<file path="config.mk">
export PLATFORM = sky130hd
export DESIGN_NAME = channel_pair_cross_power
export DESIGN_NICKNAME = d
export VERILOG_FILES = /design/src/rtl/cpcp_pkg.sv /design/src/rtl/cpcp_sample_ram.sv /design/src/rtl/cpcp_pair_seq.sv /design/src/rtl/cpcp_mac.sv /design/src/rtl/channel_pair_cross_power.sv
export SDC_FILE = /design/constraint.sdc
export NUM_CORES = 2
export LEC_CHECK = 0
export BUFFER_PORTS_ARGS = -buffer_cell sky130_fd_sc_hd__buf_2
export CORE_MARGIN = 3
export CORE_UTILIZATION = 60
export DETAILED_ROUTE_END_ITERATION = 8
export PLACE_DENSITY = 0.77
export SLEW_MARGIN = 10
export SYNTH_ARGS = -nofsm -noshare
export SYNTH_HDL_FRONTEND = slang
export SYNTH_SLANG_ARGS = --single-unit
</file>
<file path="constraint.sdc">
create_clock -name aclk -period 12.4 [get_ports aclk]
set_input_delay 1.86 -clock aclk [delete_from_list [all_inputs] [get_ports aclk]]
set_output_delay 1.86 -clock aclk [all_outputs]
set_load 0.05 [all_outputs]
</file>
<file path="src/rtl/cpcp_pkg.sv">
// Shared constants and types for the channel pair cross power block.
// No dependencies; every other file of the block imports this package.
package cpcp_pkg;

    localparam int MAX_CHANNELS = 8;
    localparam int CH_W         = $clog2(MAX_CHANNELS);
    localparam int NUM_W        = 4;
    localparam int SAMPLE_W     = 16;
    localparam int WORD_W       = 2 * SAMPLE_W;
    localparam int BIN_W        = 12;
    localparam int PROD_W       = 32;
    localparam int S_DATA_W     = 48;
    localparam int M_DATA_W     = 56;

    // Sequencer states
    typedef enum logic [1:0] {
        SEQ_IDLE = 2'b01,
        SEQ_EMIT = 2'b10
    } seq_state_t;

    // One product request travelling down the multiply pipeline
    typedef struct packed {
        logic [CH_W-1:0]  row;
        logic [CH_W-1:0]  col;
        logic             imag;
        logic             last;
        logic [BIN_W-1:0] bin;
    } prod_tag_t;

endpackage

</file>
<file path="src/rtl/cpcp_sample_ram.sv">
// Sample memory: one write port, two registered read ports with a shared enable.
// Depends on cpcp_pkg for widths and depth.
module cpcp_sample_ram import cpcp_pkg::*; (
    input  logic              aclk,
    input  logic              wr_en,
    input  logic [CH_W-1:0]   wr_addr,
    input  logic [WORD_W-1:0] wr_data,
    input  logic              rd_en,
    input  logic [CH_W-1:0]   rd_addr_a,
    input  logic [CH_W-1:0]   rd_addr_b,
    output logic [WORD_W-1:0] rd_data_a,
    output logic [WORD_W-1:0] rd_data_b
);

    logic [WORD_W-1:0] mem [MAX_CHANNELS];
    logic [WORD_W-1:0] rd_a_reg;
    logic [WORD_W-1:0] rd_b_reg;

    always_ff @(posedge aclk) begin
        if (wr_en) begin
            mem[wr_addr] <= wr_data;
        end
    end

    // Hold the read data while the pipeline stalls
    always_ff @(posedge aclk) begin
        if (rd_en) begin
            rd_a_reg <= mem[rd_addr_a];
            rd_b_reg <= mem[rd_addr_b];
        end
    end

    assign rd_data_a = rd_a_reg;
    assign rd_data_b = rd_b_reg;

endmodule

</file>
<file path="src/rtl/cpcp_pair_seq.sv">
// Pair sequencer: walks row<=col pairs, real then imaginary, one request per cycle while adv is high.
// Depends on cpcp_pkg for the state enum and the request tag.
module cpcp_pair_seq import cpcp_pkg::*; (
    input  logic             aclk,
    input  logic             aresetn,
    input  logic             start,
    input  logic [CH_W-1:0]  n_last,
    input  logic [BIN_W-1:0] bin,
    input  logic             adv,
    output logic             busy,
    output logic             issue,
    output prod_tag_t        tag
);

    seq_state_t      state_reg, state_next;
    logic [CH_W-1:0] row_reg, row_next;
    logic [CH_W-1:0] col_reg, col_next;
    logic            imag_reg, imag_next;
    logic            final_step;

    assign busy  = (state_reg == SEQ_EMIT);
    assign issue = busy && adv;

    assign final_step = !imag_reg && (row_reg == n_last) && (col_reg == n_last);

    assign tag.row  = imag_reg ? col_reg : row_reg;
    assign tag.col  = imag_reg ? row_reg : col_reg;
    assign tag.imag = imag_reg;
    assign tag.last = final_step;
    assign tag.bin  = bin;

    always_comb begin
        state_next = state_reg;
        row_next   = row_reg;
        col_next   = col_reg;
        imag_next  = imag_reg;
        case (state_reg)
            SEQ_IDLE: begin
                if (start) begin
                    state_next = SEQ_EMIT;
                    row_next   = '0;
                    col_next   = '0;
                    imag_next  = 1'b0;
                end
            end
            SEQ_EMIT: begin
                if (adv) begin
                    if (!imag_reg && (row_reg != col_reg)) begin
                        imag_next = 1'b1;
                    end else begin
                        imag_next = 1'b0;
                        if (col_reg == n_last) begin
                            if (row_reg == n_last) begin
                                state_next = SEQ_IDLE;
                            end else begin
                                row_next = row_reg + 1'b1;
                                col_next = row_reg + 1'b1;
                            end
                        end else begin
                            col_next = col_reg + 1'b1;
                        end
                    end
                end
            end
            default: state_next = SEQ_IDLE;
        endcase
    end

    always_ff @(posedge aclk) begin
        if (!aresetn) begin
            state_reg <= SEQ_IDLE;
            row_reg   <= '0;
            col_reg   <= '0;
            imag_reg  <= 1'b0;
        end else begin
            state_reg <= state_next;
            row_reg   <= row_next;
            col_reg   <= col_next;
            imag_reg  <= imag_next;
        end
    end

endmodule

</file>
<file path="src/rtl/cpcp_mac.sv">
// Multiply pipeline: four 16x16 products, then add or subtract into the output register.
// Depends on cpcp_pkg; takes sample words from the registered read ports of cpcp_sample_ram.
module cpcp_mac import cpcp_pkg::*; (
    input  logic              aclk,
    input  logic              aresetn,
    input  logic              issue,
    input  prod_tag_t         tag_in,
    input  logic [WORD_W-1:0] word_a,
    input  logic [WORD_W-1:0] word_b,
    input  logic              m_ready,
    output logic              adv,
    output logic              out_valid,
    output prod_tag_t         out_tag,
    output logic [PROD_W-1:0] out_value
);

    logic                     v1_reg, v2_reg, out_valid_reg;
    prod_tag_t                tag1_reg, tag2_reg, out_tag_reg;
    logic signed [PROD_W-1:0] rr_reg, ii_reg, ri_reg, ir_reg;
    logic [PROD_W-1:0]        out_value_reg;
    logic signed [SAMPLE_W-1:0] re_a, im_a, re_b, im_b;
    logic signed [PROD_W-1:0]   result;

    // Advance the whole pipeline unless the output holds an untaken result
    assign adv = !out_valid_reg || m_ready;

    assign re_a = $signed(word_a[SAMPLE_W-1:0]);
    assign im_a = $signed(word_a[WORD_W-1:SAMPLE_W]);
    assign re_b = $signed(word_b[SAMPLE_W-1:0]);
    assign im_b = $signed(word_b[WORD_W-1:SAMPLE_W]);

    // Sums wrap modulo 2^32
    assign result = tag2_reg.imag ? (ri_reg - ir_reg) : (rr_reg + ii_reg);

    always_ff @(posedge aclk) begin
        if (!aresetn) begin
            v1_reg        <= 1'b0;
            v2_reg        <= 1'b0;
            out_valid_reg <= 1'b0;
        end else if (adv) begin
            v1_reg        <= issue;
            v2_reg        <= v1_reg;
            out_valid_reg <= v2_reg;
        end
    end

    always_ff @(posedge aclk) begin
        if (adv) begin
            tag1_reg      <= tag_in;
            tag2_reg      <= tag1_reg;
            rr_reg        <= re_a * re_b;
            ii_reg        <= im_a * im_b;
            ri_reg        <= re_a * im_b;
            ir_reg        <= im_a * re_b;
            out_tag_reg   <= tag2_reg;
            out_value_reg <= result;
        end
    end

    assign out_valid = out_valid_reg;
    assign out_tag   = out_tag_reg;
    assign out_value = out_value_reg;

endmodule

</file>
<file path="src/rtl/channel_pair_cross_power.sv">
// Cross power of every channel pair for one frequency bin per run of samples.
// After a run's last sample is accepted, its first result passes the sequencer state, the
// sample read registers, the product registers and the output register. A run of n samples
// yields n*n products, one product request per cycle while the output does not stall.
// Reset (aresetn low, synchronous) clears the run count, bin, pipeline and output valid,
// and sets num_channels to 8; the sample memory is not cleared.
module channel_pair_cross_power import cpcp_pkg::*; (
    input  logic                aclk,
    input  logic                aresetn,
    // Configuration write: num_channels
    input  logic                cfg_valid,
    output logic                cfg_ready,
    input  logic [NUM_W-1:0]    cfg_data,
    // Sample input
    input  logic                s_tvalid,
    output logic                s_tready,
    input  logic [S_DATA_W-1:0] s_tdata,   // [15:0] sample_re, [31:16] sample_im, [43:32] bin_in
    // Product output
    output logic                m_tvalid,
    input  logic                m_tready,
    output logic [M_DATA_W-1:0] m_tdata,   // [2:0] row_channel, [5:3] col_channel,
                                           // [17:6] bin_out, [49:18] product_value
    output logic                m_tuser,   // [0] is_imaginary
    output logic                m_tlast    // last_of_run
);

    logic [NUM_W-1:0] num_channels_reg;
    logic [CH_W-1:0]  load_cnt_reg;
    logic [BIN_W-1:0] bin_reg;
    logic [CH_W-1:0]  n_last;
    logic             s_accept;
    logic             cfg_accept;
    logic             start;
    logic             busy;
    logic             issue;
    logic             adv;
    prod_tag_t        req_tag;
    prod_tag_t        out_tag;
    logic [WORD_W-1:0] word_a, word_b;
    logic [PROD_W-1:0] out_value;

    assign cfg_ready  = 1'b1;
    assign cfg_accept = cfg_valid && cfg_ready;

    // Take new samples whenever no run is being expanded into products;
    // the output register lets a fresh run load while the last products drain.
    assign s_tready = !busy;
    assign s_accept = s_tvalid && s_tready;

    // Clamp the channel count: zero acts as one, above the maximum acts as the maximum
    always_comb begin
        if (num_channels_reg == '0) begin
            n_last = '0;
        end else if (num_channels_reg > NUM_W'(MAX_CHANNELS)) begin
            n_last = CH_W'(MAX_CHANNELS - 1);
        end else begin
            n_last = CH_W'(num_channels_reg - 1'b1);
        end
    end

    // The final sample of a run kicks off the pair sequencer
    assign start = s_accept && (load_cnt_reg == n_last);

    always_ff @(posedge aclk) begin
        if (!aresetn) begin
            num_channels_reg <= NUM_W'(MAX_CHANNELS);
            load_cnt_reg     <= '0;
            bin_reg          <= '0;
        end else if (cfg_accept) begin
            // Drop any partly loaded run
            num_channels_reg <= cfg_data;
            load_cnt_reg     <= '0;
        end else if (s_accept) begin
            if (load_cnt_reg == '0) begin
                bin_reg <= s_tdata[WORD_W +: BIN_W];
            end
            if (start) begin
                load_cnt_reg <= '0;
            end else begin
                load_cnt_reg <= load_cnt_reg + 1'b1;
            end
        end
    end

    cpcp_sample_ram u_ram (
        .aclk      (aclk),
        .wr_en     (s_accept),
        .wr_addr   (load_cnt_reg),
        .wr_data   (s_tdata[WORD_W-1:0]),
        .rd_en     (issue),
        .rd_addr_a (req_tag.imag ? req_tag.col : req_tag.row),
        .rd_addr_b (req_tag.imag ? req_tag.row : req_tag.col),
        .rd_data_a (word_a),
        .rd_data_b (word_b)
    );

    cpcp_pair_seq u_seq (
        .aclk    (aclk),
        .aresetn (aresetn),
        .start   (start),
        .n_last  (n_last),
        .bin     (bin_reg),
        .adv     (adv),
        .busy    (busy),
        .issue   (issue),
        .tag     (req_tag)
    );

    cpcp_mac u_mac (
        .aclk      (aclk),
        .aresetn   (aresetn),
        .issue     (issue),
        .tag_in    (req_tag),
        .word_a    (word_a),
        .word_b    (word_b),
        .m_ready   (m_tready),
        .adv       (adv),
        .out_valid (m_tvalid),
        .out_tag   (out_tag),
        .out_value (out_value)
    );

    assign m_tdata = {{(M_DATA_W - 2*CH_W - BIN_W - PROD_W){1'b0}},
                      out_value, out_tag.bin, out_tag.col, out_tag.row};
    assign m_tuser = out_tag.imag;
    assign m_tlast = out_tag.last;

    // A completed run always puts the sequencer to work on the next cycle
    a_start_busy: assert property (@(posedge aclk) disable iff (!aresetn)
        start && !cfg_accept |=> busy)
        else $error("run completed without starting the pair sequence");

    // The run's final product is a real diagonal term
    a_last_real: assert property (@(posedge aclk) disable iff (!aresetn)
        m_tvalid && m_tlast |-> !m_tuser && (out_tag.row == out_tag.col))
        else $error("last product of a run is not a real diagonal term");

    // Imaginary products sit below the diagonal
    a_imag_lower: assert property (@(posedge aclk) disable iff (!aresetn)
        m_tvalid && m_tuser |-> (out_tag.row > out_tag.col))
        else $error("imaginary product placed on or above the diagonal");

    // The load position never passes the last active channel
    a_load_bound: assert property (@(posedge aclk) disable iff (!aresetn)
        load_cnt_reg <= n_last)
        else $error("load position beyond the active channel count");

endmodule
</file>
; Yosys cells after proc, flatten, opt, wreduce, memory -nomap -nowiden
; Memory sizes are Yosys's and may differ from the RTL's. A register that Yosys moved wholly into a read port is not among the register bits.
; Cells that the tools add are included.
[classes]
eq_ne = 13
mul = 4
order_cmp = 1
add_sub_neg = 6
bitwise = 2
reduce_logical = 19
mux = 30
[ops]
columns = operator, count
row1 = $mul A16 B16 Y32, 4
row2 = $mux W3, 15
row3 = $add A32 B32 Y32, 1
row4 = $mux W32, 1
row5 = $sub A32 B32 Y32, 1
row6 = $pmux W3 S2, 2
row7 = $mux W2, 5
row8 = $reduce_and A5 Y1, 2
row9 = $add A3 B1 Y3 const B, 3
row10 = $eq A3 B3 Y1, 3
row11 = $logic_and A1 B1 Y1, 6
row12 = $ne A2 B1 Y1 const B, 3
row13 = $ne A2 B2 Y1 const B, 3
row14 = $reduce_and A3 Y1, 2
row15 = $reduce_and A6 Y1, 1
row16 = $mux W1, 5
row17 = $gt A4 B4 Y1 const B, 1
row18 = $logic_not A4 Y1, 1
row19 = $pmux W2 S2, 1
row20 = $logic_not A1 Y1, 3
row21 = $logic_not A3 Y1, 1
row22 = $ne A3 B3 Y1, 1
row23 = $ne A3 B3 Y1 const B, 1
row24 = $sub A3 B1 Y3 const B, 1
row25 = other kinds (7), 8
[totals]
mem_bits_rw = 256
input_bits = 57
n_memories = 1
register_bits = 251
output_inout_bits = 61
[mem_list]
columns = memory, depth, width, read_ports, rd_ports_with_merged_regs, write_ports, line_no
row1 = u_ram.mem, 8, 32, 2, 2, 1, cpcp_sample_ram.sv:15  ; logic [WORD_W-1:0] mem [MAX_CHANNELS];

; Longest topological paths before layout
[logic_depth]
depth_word = 9
ltp_mapped = 25
ltp_nobuf = 24

; Hierarchy
; A second synthesis with hierarchy kept.
[unflattened]
cells_unflattened = 5842
area_unflattened_um2 = 65112.4
[by_module_without_submodules]
columns = mod, instances, cells_per_inst, area_each_um2, seq_area_each_um2
row1 = cpcp_mac, 1, 5061, 49297.3, 6666.4
row2 = cpcp_sample_ram, 1, 561, 13820.8, 9609.2
row3 = channel_pair_cross_power, 1, 115, 1101.1, 380.4
row4 = cpcp_pair_seq, 1, 105, 893.4, 180.2

; Worst setup path after synthesis
; OpenSTA, ideal clock, no wires.
[synth_path]
kind = in2reg
start = in m_tready
end = reg u_mac.ii_reg[0], enable pin
arrival_ns = 6.215
setup_ns = 0.572
cell_stages = 2
slack_ns = 5.613
required_ns = 11.828
cell_sequence = nor2b_1 > inv_1
[synth_via]
elab_chain_cells = 1
[synth_lines]
columns = element, line_no
row1 = start: declaration, channel_pair_cross_power.sv:20  ; input logic m_tready,
row2 = $logic_or A1 B1 Y1, cpcp_mac.sv:25  ; assign adv = !out_valid_reg || m_ready;
row3 = net adv, channel_pair_cross_power.sv:36  ; logic adv;
row4 = end signal: assignment, cpcp_mac.sv:52  ; ii_reg <= im_a * im_b;
row5 = end: declaration, cpcp_mac.sv:19  ; logic signed [PROD_W-1:0] rr_reg, ii_reg, ri_reg, ir_reg;
; The timed path passes the listed nets, and every way through them passes these cells.
; A chain may end at the register's enable or synchronous reset.

; Worst setup path after layout
[layout_path]
start = reg u_ram.rd_b_reg[31] (netlist: u_ram.rd_data_b[31]), read port of u_ram.mem
end = reg u_mac.ri_reg[31] (data pin)
[layout_via]
elab_chain_cells = 1
[layout_lines]
columns = element, line_no
row1 = start: declaration, cpcp_sample_ram.sv:17  ; logic [WORD_W-1:0] rd_b_reg;
row2 = $mul A16 B16 Y32, cpcp_mac.sv:53  ; ri_reg <= re_a * im_b;
row3 = end signal: assignment, cpcp_mac.sv:53
row4 = end: declaration, cpcp_mac.sv:19
; Every way passes these cells.

==> results.md <==
- Status: finished, final reports clean
- Crit-path max cell delay: 600 ps
- Fillers: 7822
- Most frequent cells in the layout: inv_1 (1195), fa_1 (1050), nand2_1 (566)
- Initial antenna violation count: 6
- Worst setup margin: 4670 ps
- Adder-cell share of the synthesized area: 0.404
- TritonRoute pass-1 iters: 6
- Setup violators final: 0
- Post-layout nets: 7322
- Grt ovf: 0
- Reg clk slew, reported paths: 60 ps
- Post-Syn Area: 64300 sq um
- CTS Hold Bufs: 0
- Worst r2r src: u_ram.rd_data_b[31]
- Critical path's top delay family: adder cells
- DRT iter0 DRCs: 3471
- Period Utilization, post-route: 0.623
- Core Area: 106000 sq um
- Post-route cell area: 68600 sq um
- Cells after Synth: 5818
- Overall die width: 333 um
- Antenna Violating Nets Remaining: 0
- Main combinational cell family by area after synthesis: adder cells
- Warnings from Yosys: 0
- Skew final: 53.0 ps
- Worst setup EP type: register
- Hold Crit Start: u_mac.tag2_reg[6]
- I/O Buffers: 106
- Die area: 111000 sq um
- Initial Util: 0.608
- Yosys reg bits: 571
- Mux cell area share after synthesis: 0.0609
- Data required, critical path: 12790 ps
- Layout area overhead: 6.59%
- Async S/R FF share, synth: 0
- Register bank with the most flops: u_ram.mem
- Post-synth EDFFs: 540
- Resized Gates After CTS: 0
- Placement Setup Slack: 4770 ps
- Residual DRC: 0
- Measured slew at the worst slew-check pin: 1070 ps
- Die Y-Extent: 333 um
- Synth Area in Compound Gates: 0.0500
- Largest net degree at the start of global routing: 76
- Total wire length: 152 mm
- Fin Setup TNS: 0 ps
- I/O pins: 118
- Max-slew violations: 0
- Max reg flops: 256
- Placed inst area: 66300 sq um
- Overall Global Routing Usage: 0.288
- Cell mode on critical path: fa_1
- Top FF cell, synth: edfxtp_1
- Num rows: 119
- Critical path peak fanout: 15
- Vias per cell: 5.79
- Wire per inst: 20.9 um
- Peak Freq: 0.129 GHz
- Min cycle time layout: 7730 ps
- Global-route wire length before repair: 249 mm
- WP data arrival: 8120 ps
- P per Cell Area: 62.2 nW/um^2
- Final core utilization: 0.648
- GP Congestion: 0.891
- RSZ-0062 raised after global routing: no
- Setup bufs post-CTS: 0
- CTS tree: built
- Vias in the first global route: 45900
- Peak VDD IR: 131 uV
- H-tree lvl count: 3
- CTS Buf Count: 66
- Cell variety after synth: 82
- Seq/Total Area, Yosys: 0.262
- Setup CP Type: reg2reg
- Commonest non-fill, non-tap cell in the layout: inv_1
- CP startpoint: u_ram.rd_data_b[31]
- Via count: 42100
- DP Wirelength: 108 mm
- Clock tree buffer depth: 3
- Critical path, cell by cell: buf_4 > clkinv_1 > buf_4 > nor2_1 > fa_1 > fa_1 > fa_1 > fa_1 > fa_1 > inv_1 > fa_1 > inv_1 > ha_1 > a21o_1 > a21o_1 > a21oi_1 > o21ai_0 > a221o_1 > a221oi_1 > o21ai_1 > o21a_1 > nor2_1 > xnor2_1
- Post-Synth Simple-Gate Area: 0.110
- Synth Area per Inst: 11.1 sq um
- Root Driver: clkbuf_16
- Share of cells above drive strength 1: 0.0925
- Clk_lat worst skew: 680 ps
- Post-synthesis xor/xnor area fraction: 0.0275
- Critical Path Source Type: register
- Pleak: 31.4 nW
- Slowest CP cell: a221oi_1
- WP buf/inv: 5
- # Max-Cap Violations: 0
- Rel. slew slack: 0.286
- HP Class: reg2reg
- Final Hold Fails: 0
- CTS sink count: 571
==> area by class of cell <==
cell class | count | area [sq um] | share of cell area
well taps | 1391 | 1740 | 0.0254
repair buffers | 192 | 1180 | 0.0171
inverters | 1197 | 4500 | 0.0656
clock buffers | 78 | 1710 | 0.0249
multi-input cells | 3792 | 42100 | 0.614
clock inverters | 41 | 523 | 0.00763
flip-flops and latches | 571 | 16800 | 0.246
diodes | 4 | 10.0 | 0.000146
==> cells by family after synthesis <==
kind of cell    count (synthesis)
flops                         571
mux                           223
fa+ha+maj                    1447
other cells                     2
compound gates                490
buf+inv                      1460
simple gates                 1423
xor+xnor                      202
==> through the flow <==
stage	power [mW]	instances	hold WS [ps]
after CTS	4.30	7262	416
after global routing	4.38	7262	422
after detailed placement	2.30	7143	405
after floorplan	2.26	5823	400
final	4.26	7266	419
after global placement	2.30	7143	401
==> synthesized netlist by cell type (all sizes together), types with 6 or more instances <==
master	count	area, sq um
nand2b	38	238
mux2i	25	250
edfxtp	540	16200
a21oi	149	761
o21ai	106	534
mux2	70	788
a31oi	14	87.6
nor2b	35	219
and3	22	138
o21bai	19	146
a21o	71	533
xnor2	144	1260
or3	12	75.1
o211a	6	60.1
nand4	10	62.6
nand3	34	170
nand2	566	2120
inv	1196	4490
dfxtp	31	621
clkbuf	238	893
nor3	32	165
o31ai	8	65.1
o21a	24	180
a2111oi	8	101
buf	25	124
nor2	143	537
and2	503	3150
o211ai	10	75.1
a211oi	18	145
mux4	128	2880
xor2	58	508
a21boi	12	93.8
fa	1050	21000
ha	395	4940
==> power breakdown <==
part	switching, mW	leakage [nW]	internal, mW
Clock	0.893	1.06	1.10
Combinational	0.0821	24.7	0.0516
Sequential	0.0109	5.59	2.12
==> worst paths after layout <==
| path | slack [ps] | endpoint | depth (start not counted) |
|---|---|---|---|
| worst max-delay path | 4670 | u_mac.ri_reg[31] | 23 |
| worst min-delay path | 420 | u_mac.out_tag[6] | 0 |
| worst max register to register | 4670 | u_mac.ri_reg[31] | 23 |
| worst min register to register | 420 | u_mac.out_tag[6] | 0 |
==> metal layers <==
layer	wire length, um	global-route usage
met5	37	0
met1	57600	0.374
met3	12700	0.0461
met2	72300	0.471
met4	9600	0.153
Note: power is estimated with default switching activity, not from simulation.
